File: src/sv/lr_pkg.sv
// ----------------------------------------------------------------------------
// lr_pkg - shared types and constants for the line rasterizer
// Holds the request codes, register indexes and the command/status bundles
// that pass between the controller and the datapath.
// ----------------------------------------------------------------------------
`default_nettype none

package lr_pkg;

   localparam int COORD_BITS_DEFAULT = 12;

   // request codes
   localparam logic REQ_LOAD = 1'b0;
   localparam logic REQ_STEP = 1'b1;

   // register indexes on the csr port
   localparam int   CSR_INDEX_BITS    = 1;
   localparam logic CSR_WINDOW_LEFT   = 1'b0;
   localparam logic CSR_WINDOW_BOTTOM = 1'b1;

   // controller -> datapath
   typedef struct packed {
      logic capture;   // latch ordered endpoints
      logic setup;     // compute extents and error term
      logic step;      // emit current pixel, advance
   } lr_cmd_type;

   // datapath -> controller
   typedef struct packed {
      logic last;      // current pixel is the final one
   } lr_sts_type;

endpackage

`default_nettype wire

File: src/sv/line_rasterizer.sv
// ----------------------------------------------------------------------------
// line_rasterizer - Bresenham line rasterizer, top level
//
//   channel  direction  handshake            payload
//   req      in         req_valid/req_stall  req_type, req_x/y_first/second
//   rsp      out        rsp_valid/rsp_stall  rsp_column, rsp_row,
//                                            rsp_last_pixel, rsp_outside
//   csr      in         csr_valid/csr_ready  csr_index, csr_data
//
// A step transaction emits the current pixel; pixels stream at one per clock while
// the response side does not stall. A load transaction orders the endpoints
// on acceptance and then sets up extents and the error term in a setup state,
// during which req_stall is high. Pixel results sit in an output register; a new
// request is taken while the held pixel is being accepted. Reset clears the
// window registers and ends any active line. csr_ready is always high.
// ----------------------------------------------------------------------------
`default_nettype none

module line_rasterizer #(
   parameter int COORD_BITS = lr_pkg::COORD_BITS_DEFAULT
) (
   input  wire logic                               clock,
   input  wire logic                               reset,
   input  wire logic                               req_valid,
   output      logic                               req_stall,
   input  wire logic                               req_type,
   input  wire logic signed [COORD_BITS-1:0]       req_x_first,
   input  wire logic signed [COORD_BITS-1:0]       req_y_first,
   input  wire logic signed [COORD_BITS-1:0]       req_x_second,
   input  wire logic signed [COORD_BITS-1:0]       req_y_second,
   output      logic                               rsp_valid,
   input  wire logic                               rsp_stall,
   output      logic [COORD_BITS-1:0]              rsp_column,
   output      logic [COORD_BITS-1:0]              rsp_row,
   output      logic                               rsp_last_pixel,
   output      logic                               rsp_outside,
   input  wire logic                               csr_valid,
   output      logic                               csr_ready,
   input  wire logic [lr_pkg::CSR_INDEX_BITS-1:0]  csr_index,
   input  wire logic [COORD_BITS-1:0]              csr_data
);

   lr_pkg::lr_cmd_type cmd;
   lr_pkg::lr_sts_type sts;

   assign csr_ready = 1'b1;

   lr_ctrl u_ctrl (
      .clock     (clock),
      .reset     (reset),
      .req_valid (req_valid),
      .req_type  (req_type),
      .req_stall (req_stall),
      .rsp_valid (rsp_valid),
      .rsp_stall (rsp_stall),
      .cmd       (cmd),
      .sts       (sts)
   );

   lr_dp #(
      .COORD_BITS (COORD_BITS)
   ) u_dp (
      .clock      (clock),
      .reset      (reset),
      .cmd        (cmd),
      .sts        (sts),
      .x_first    (req_x_first),
      .y_first    (req_y_first),
      .x_second   (req_x_second),
      .y_second   (req_y_second),
      .csr_write  (csr_valid && csr_ready),
      .csr_index  (csr_index),
      .csr_data   (csr_data),
      .column     (rsp_column),
      .row        (rsp_row),
      .last_pixel (rsp_last_pixel),
      .outside    (rsp_outside)
   );

endmodule

`default_nettype wire

File: src/sv/lr_dp.sv
// ----------------------------------------------------------------------------
// lr_dp - line rasterizer datapath
// Endpoint ordering, Bresenham setup, per-pixel stepping, window offset and
// the registered pixel output. Also holds the window registers.
// ----------------------------------------------------------------------------
`default_nettype none

module lr_dp #(
   parameter int COORD_BITS = lr_pkg::COORD_BITS_DEFAULT
) (
   input  wire logic                               clock,
   input  wire logic                               reset,
   input  wire lr_pkg::lr_cmd_type                 cmd,
   output      lr_pkg::lr_sts_type                 sts,
   input  wire logic signed [COORD_BITS-1:0]       x_first,
   input  wire logic signed [COORD_BITS-1:0]       y_first,
   input  wire logic signed [COORD_BITS-1:0]       x_second,
   input  wire logic signed [COORD_BITS-1:0]       y_second,
   input  wire logic                               csr_write,
   input  wire logic [lr_pkg::CSR_INDEX_BITS-1:0]  csr_index,
   input  wire logic [COORD_BITS-1:0]              csr_data,
   output      logic [COORD_BITS-1:0]              column,
   output      logic [COORD_BITS-1:0]              row,
   output      logic                               last_pixel,
   output      logic                               outside
);

   localparam int N  = COORD_BITS;
   localparam int DW = COORD_BITS + 1;   // extent width
   localparam int EW = COORD_BITS + 3;   // error term width

   // window registers
   logic signed [N-1:0] win_left_ff, win_bottom_ff;

   // ordered endpoints
   logic signed [N-1:0] xa_ff, ya_ff, xb_ff, yb_ff;

   // line state
   logic signed [N-1:0]  cur_x_ff, cur_y_ff, major_end_ff;
   logic        [DW-1:0] dmaj_ff, dmin_ff;
   logic signed [EW-1:0] err_ff;
   logic                 y_major_ff, y_down_ff;

   // output registers
   logic [N-1:0] column_ff, row_ff;
   logic         last_ff, outside_ff;

   // ordering
   logic swap;

   // setup
   logic [DW-1:0]        dx, dy, dy_up, dy_down;
   logic                 y_down, y_major;
   logic [DW-1:0]        dmaj_in, dmin_in;
   logic signed [EW-1:0] err_setup;

   // step
   logic                 last, step_minor;
   logic signed [N-1:0]  y_next, x_inc;
   logic signed [EW-1:0] err_step;

   always_comb begin
      if (x_first != x_second) begin
         swap = x_first > x_second;
      end else begin
         swap = y_first > y_second;
      end
   end

   always_comb begin
      dx      = {xb_ff[N-1], xb_ff} - {xa_ff[N-1], xa_ff};
      dy_up   = {yb_ff[N-1], yb_ff} - {ya_ff[N-1], ya_ff};
      dy_down = {ya_ff[N-1], ya_ff} - {yb_ff[N-1], yb_ff};
      y_down  = yb_ff < ya_ff;
      dy      = y_down ? dy_down : dy_up;
      y_major = dy > dx;
      dmaj_in = y_major ? dy : dx;
      dmin_in = y_major ? dx : dy;
      err_setup = $signed({1'b0, dmin_in, 1'b0}) - $signed({2'b00, dmaj_in});
   end

   always_comb begin
      last       = (y_major_ff ? cur_y_ff : cur_x_ff) == major_end_ff;
      step_minor = !err_ff[EW-1] && (err_ff != '0);
      y_next     = y_down_ff ? cur_y_ff - N'(1) : cur_y_ff + N'(1);
      x_inc      = cur_x_ff + N'(1);
      err_step   = err_ff + $signed({1'b0, dmin_ff, 1'b0})
                 - (step_minor ? $signed({1'b0, dmaj_ff, 1'b0}) : $signed(EW'(0)));
   end

   assign sts.last = last;

   always_ff @(posedge clock) begin
      if (reset) begin
         win_left_ff   <= '0;
         win_bottom_ff <= '0;
      end else if (csr_write) begin
         unique case (csr_index)
            lr_pkg::CSR_WINDOW_LEFT:   win_left_ff   <= csr_data;
            lr_pkg::CSR_WINDOW_BOTTOM: win_bottom_ff <= csr_data;
            default: ;
         endcase
      end
   end

   always_ff @(posedge clock) begin
      if (cmd.capture) begin
         xa_ff <= swap ? x_second : x_first;
         ya_ff <= swap ? y_second : y_first;
         xb_ff <= swap ? x_first  : x_second;
         yb_ff <= swap ? y_first  : y_second;
      end

      if (cmd.setup) begin
         cur_x_ff     <= xa_ff;
         cur_y_ff     <= ya_ff;
         major_end_ff <= y_major ? yb_ff : xb_ff;
         dmaj_ff      <= dmaj_in;
         dmin_ff      <= dmin_in;
         err_ff       <= err_setup;
         y_major_ff   <= y_major;
         y_down_ff    <= y_down;
      end else if (cmd.step && !last) begin
         if (y_major_ff) begin
            cur_y_ff <= y_next;
            if (step_minor) cur_x_ff <= x_inc;
         end else begin
            cur_x_ff <= x_inc;
            if (step_minor) cur_y_ff <= y_next;
         end
         err_ff <= err_step;
      end

      if (cmd.step) begin
         column_ff  <= cur_x_ff - win_left_ff;
         row_ff     <= cur_y_ff - win_bottom_ff;
         last_ff    <= last;
         outside_ff <= (cur_x_ff < win_left_ff) || (cur_y_ff < win_bottom_ff);
      end
   end

   assign column     = column_ff;
   assign row        = row_ff;
   assign last_pixel = last_ff;
   assign outside    = outside_ff;

endmodule

`default_nettype wire

File: src/sv/lr_ctrl.sv
// ----------------------------------------------------------------------------
// lr_ctrl - line rasterizer controller
// Handshakes the request and response channels, tracks the active line and
// issues capture, setup and step commands to the datapath.
// ----------------------------------------------------------------------------
`default_nettype none

module lr_ctrl (
   input  wire logic               clock,
   input  wire logic               reset,
   input  wire logic               req_valid,
   input  wire logic               req_type,
   output      logic               req_stall,
   output      logic               rsp_valid,
   input  wire logic               rsp_stall,
   output      lr_pkg::lr_cmd_type cmd,
   input  wire lr_pkg::lr_sts_type sts
);

   typedef enum logic {
      ST_IDLE,
      ST_SETUP
   } state_type;

   state_type state_ff;
   logic      busy_ff;
   logic      rsp_valid_ff;
   logic      req_accept;
   logic      rsp_accept;

   // hold requests during setup and while a pixel waits downstream
   assign req_stall  = (state_ff == ST_SETUP) || (rsp_valid_ff && rsp_stall);
   assign req_accept = req_valid && !req_stall;
   assign rsp_accept = rsp_valid_ff && !rsp_stall;
   assign rsp_valid  = rsp_valid_ff;

   always_comb begin
      cmd.capture = req_accept && (req_type == lr_pkg::REQ_LOAD);
      cmd.setup   = (state_ff == ST_SETUP);
      cmd.step    = req_accept && (req_type == lr_pkg::REQ_STEP) && busy_ff;
   end

   always_ff @(posedge clock) begin
      if (reset) begin
         state_ff     <= ST_IDLE;
         busy_ff      <= 1'b0;
         rsp_valid_ff <= 1'b0;
      end else begin
         unique case (state_ff)
            ST_IDLE: begin
               if (cmd.capture) begin
                  state_ff <= ST_SETUP;
                  busy_ff  <= 1'b0;   // drop any active line
               end else if (cmd.step && sts.last) begin
                  busy_ff <= 1'b0;
               end
            end
            ST_SETUP: begin
               state_ff <= ST_IDLE;
               busy_ff  <= 1'b1;
            end
            default: state_ff <= ST_IDLE;
         endcase

         if (cmd.step) begin
            rsp_valid_ff <= 1'b1;
         end else if (rsp_accept) begin
            rsp_valid_ff <= 1'b0;
         end
      end
   end

   a_step_needs_line : assert property (@(posedge clock) disable iff (reset)
      cmd.step |-> busy_ff)
      else $error("step issued with no active line");

   a_setup_follows_capture : assert property (@(posedge clock) disable iff (reset)
      cmd.capture |=> cmd.setup)
      else $error("setup did not follow capture");

   a_setup_one_cycle : assert property (@(posedge clock) disable iff (reset)
      cmd.setup |=> (!cmd.setup && busy_ff))
      else $error("setup not single cycle or line not active");

   a_no_overwrite : assert property (@(posedge clock) disable iff (reset)
      (rsp_valid_ff && rsp_stall) |-> !cmd.step)
      else $error("pixel overwritten while stalled");

endmodule

`default_nettype wire

File: config.mk
export PLATFORM = sky130hd
export DESIGN_NAME = line_rasterizer
export DESIGN_NICKNAME = d
export VERILOG_FILES = /design/src/sv/lr_pkg.sv /design/src/sv/line_rasterizer.sv /design/src/sv/lr_dp.sv /design/src/sv/lr_ctrl.sv
export SDC_FILE = /design/constraint.sdc
export NUM_CORES = 1
export LEC_CHECK = 0
export BUFFER_PORTS_ARGS = -buffer_cell sky130_fd_sc_hd__buf_2
export CORE_UTILIZATION = 67
export DETAILED_ROUTE_END_ITERATION = 6
export PLACE_DENSITY = 0.87
export SLEW_MARGIN = 0
export SYNTH_ARGS = -nofsm -noshare
export SYNTH_HDL_FRONTEND = slang
export SYNTH_SLANG_ARGS = --single-unit
File: constraint.sdc
create_clock -name clock -period 12.3 [get_ports clock]
set_input_delay 2.46 -clock clock [delete_from_list [all_inputs] [get_ports clock]]
set_output_delay 2.46 -clock clock [all_outputs]
set_load 0.02 [all_outputs]
==> impl_metrics.ini <==
[run_status]
status = complete, no violations

[power]
intPower_w = 0.001565
power_density_nw_per_um2 = 179.5
power_frac_seq = 0.304
power.share.clock = 0.216
p_sw_frac = 0.3988
p_leak_nw = 6.324
p_comb_frac = 0.481
ir_worst_vdd_mv = 0.1188
p_sw_w = 0.001038

[route]
route.met2.wl_mm = 15.12
drtPass1Iterations = 5
drtIter0Drc = 756
wl_mm = 31.35
routedLengthMet1_mm = 13.13
final_antenna_net_count = 0
drc_errors = 0
dr_wl_met3_mm = 2.051
vias = 10290
routed_via_density = 5.957
top_layer = met4
wl_per_cell_um = 18.14

[sta]
rsz0062_at_grt = false
timing.final.ws_setup_ns = 4.374
worst_pin_slew_ns = 1.228
drv_slew = 0
hold_viol = 0
tns_ns = 0
fin_skew_ns = 0.01339
whs_ns = 0.4587
min_period_ns = 7.926
period_share = 0.6444
fmax_mhz = 126.2
relSlewSlack = 0.1812
setup_violations = 0

[clock_tree]
cts_tree = done
htreeDepth = 4
holdBufCountCts = 0
clockBufferDepth = 2
cts_sinks = 180
cts_resized = 0
cts_root_buf = clkbuf_16
cts_buffers = 17
cts_setup_buffers = 0
clk_latency_ns = 0.45
clk_pin_slew_ns = 0.08

[critical_path]
crit_slowest_cell = mux2i_1
cpMostUsedCell = o21ai_0
end_kind = register
ff2ff_setup_slack_ns = 4.37
cp-start-kind = register
worstPathMaxFanout = 49
cp.required_ns = 12.62
max_stage_delay_ns = 0.58
worst-setup-path-type = reg -> reg
crit_arrival_ns = 8.24

[yosys]
ys_warn_count = 0
ys_seq_area_frac = 0.3894
synthXorXnorAreaFrac = 0.05380
muxShareOfSynthArea = 0.07297
synth_fa_ha_area_frac = 0.1571
synthesis.area_um2 = 13190
syn_nets = 1595
synth_cell_type_count = 66
synth_simple_gate_area_share = 0.1195
synth_edf_count = 153
synthFlopType = edfxtp_1
synth_top_cell_area_share = 0.3484
synth_top_family_by_area = adder cells
synth_top_cell_by_area = edfxtp_1
ys_ff_latch = 180
avgSynthCellArea_um2 = 9.590
async_flop_share = 0
synth.area.top_cells = edfxtp_1, ha_1, inv_1
synth_cells = 1375
synth_compound_area_frac = 0.1397

[global_route]
grt_max_degree = 73
grt-ovfl-total = 0
grt_pass1_vias = 9956
antenna_found_initial = 0
grt_pass1_wl_mm = 49.80
grt.total_usage = 0.3205

[place]
port_buffers = 94
dpl.hpwl_mm = 23.91
preCtsSetupSlack_ns = 4.523
gp_congestion = 0.9123
dpl_cell_area_um2 = 13880

[die]
dieArea_um2 = 20250
rows = 50
die_h_um = 142.3
io_pins = 96
fp.dieW_um = 142.3
start_util = 0.6934
core_area_um2 = 19020

[finish]
seq_area_um2 = 5139
finalInstanceArea_um2 = 14500
area_growth_pct = 9.991
final_common_cell = inv_1
multi_input_area_um2 = 7174
antenna_cells = 0
drive_above_1_share = 0.1458
nFillCells = 1288
layout_common_cells = inv_1, edfxtp_1, nand2_1
nets = 1675

[worst_hold_path]
hold_class = reg -> reg

[run]
cap_viol_max_count = 0
==> synth_stat cells, types with 10 or more instances <==
cell type  number
inv_1         191
edfxtp_1      153
nand2_1       139
ha_1          132
a21oi_1        92
o21ai_0        84
nor2_1         79
mux2_2         61
xnor2_1        54
clkbuf_1       28
a21o_1         27
dfxtp_1        27
xor2_1         27
mux2i_1        26
fa_1           21
nor3_1         20
nor2b_1        17
nand3_1        16
and2_1         15
nand2b_1       15
a211oi_1       11
o21a_1         10
==> final cells by class <==
class                      instances  area share
clock buffer                      18     0.03106
multi-input combinational        963      0.4947
clock inverter                    14     0.01208
inverter                         193     0.04995
timing repair buffer             100     0.03554
tap                              260     0.02243
sequential                       180      0.3543
==> final timing paths <==
| check | start | end | cells past startpoint |
|---|---|---|---|
| max | u_dp.ya_ff[6]$_DFFE_PP_ | u_dp.err_ff[14]$_DFFE_PP_ | 28 |
| min | u_dp.win_bottom_ff[8]$_SDFFE_PP0P_ | u_dp.win_bottom_ff[8]$_SDFFE_PP0P_ | 2 |
| max reg2reg | u_dp.ya_ff[6]$_DFFE_PP_ | u_dp.err_ff[14]$_DFFE_PP_ | 28 |
| min reg2reg | u_dp.win_bottom_ff[8]$_SDFFE_PP0P_ | u_dp.win_bottom_ff[8]$_SDFFE_PP0P_ | 2 |
==> sequential cells by signal (all words and copies together) (netlist names), 12 cells and up <==
register            cells
u_dp.dmin_ff           13
u_dp.cur_y_ff          12
u_dp.ya_ff             12
u_dp.column            12
u_dp.major_end_ff      12
u_dp.yb_ff             12
u_dp.dmaj_ff           13
u_dp.xb_ff             12
u_dp.row               12
u_dp.err_ff            15
u_dp.cur_x_ff          12
u_dp.win_left_ff       12
u_dp.win_bottom_ff     12
u_dp.xa_ff             12
==> kinds of logic after synthesis <==
logic type / after synthesis
and+or+nand+nor: 345
AOI/OAI and AO/OA: 295
buffers and inverters: 232
DFF: 180
adders and majority gates: 153
muxes: 88
xor gates and xnor gates: 81
other: 1
==> per-stage QoR <==
step,total power (W),cells,util
after floorplan,0.001736,1375,-
after global placement,0.001968,1696,0.7297
after detailed placement,0.002017,1696,0.7297
after CTS,0.002589,1728,0.7626
after global routing,0.002760,1728,0.7626
final,0.002603,1728,0.7626
==> layer usage <==
metal | up-vias | track usage
met4 | 0 | 0.1347
met2 | 420 | 0.5415
met3 | 73 | 0.04845
li1 | 4953 | -
met5 | - | 0
met1 | 4847 | 0.4111
==> worst max-delay path: cells and delay by family, from the launching register on <==
| kind | cells | cell delay, ns |
|---|---|---|
| AO/OA/AOI/OAI | 15 | 3.81 |
| buffers and inverters | 3 | 0.75 |
| multiplexers | 2 | 0.93 |
| flip-flops | 1 | 0.43 |
| AND/OR/NAND/NOR | 4 | 0.44 |
| adder cells (fa/ha/maj) | 3 | 1.16 |
| XOR/XNOR | 1 | 0.28 |
==> power by group through the flow <==
stage / combinational (W) / sequential [W] / clock, W
2_1_floorplan: 0.000945 / 0.000791 / 0
3_3_place_gp: 0.00117 / 0.000801 / 0
3_5_place_dp: 0.00121 / 0.000803 / 0
4_1_cts: 0.00123 / 0.000789 / 0.000565
5_1_grt: 0.00138 / 0.000794 / 0.000585
6_report: 0.00125 / 0.000790 / 0.000561
(Power assumes the default switching activity.)
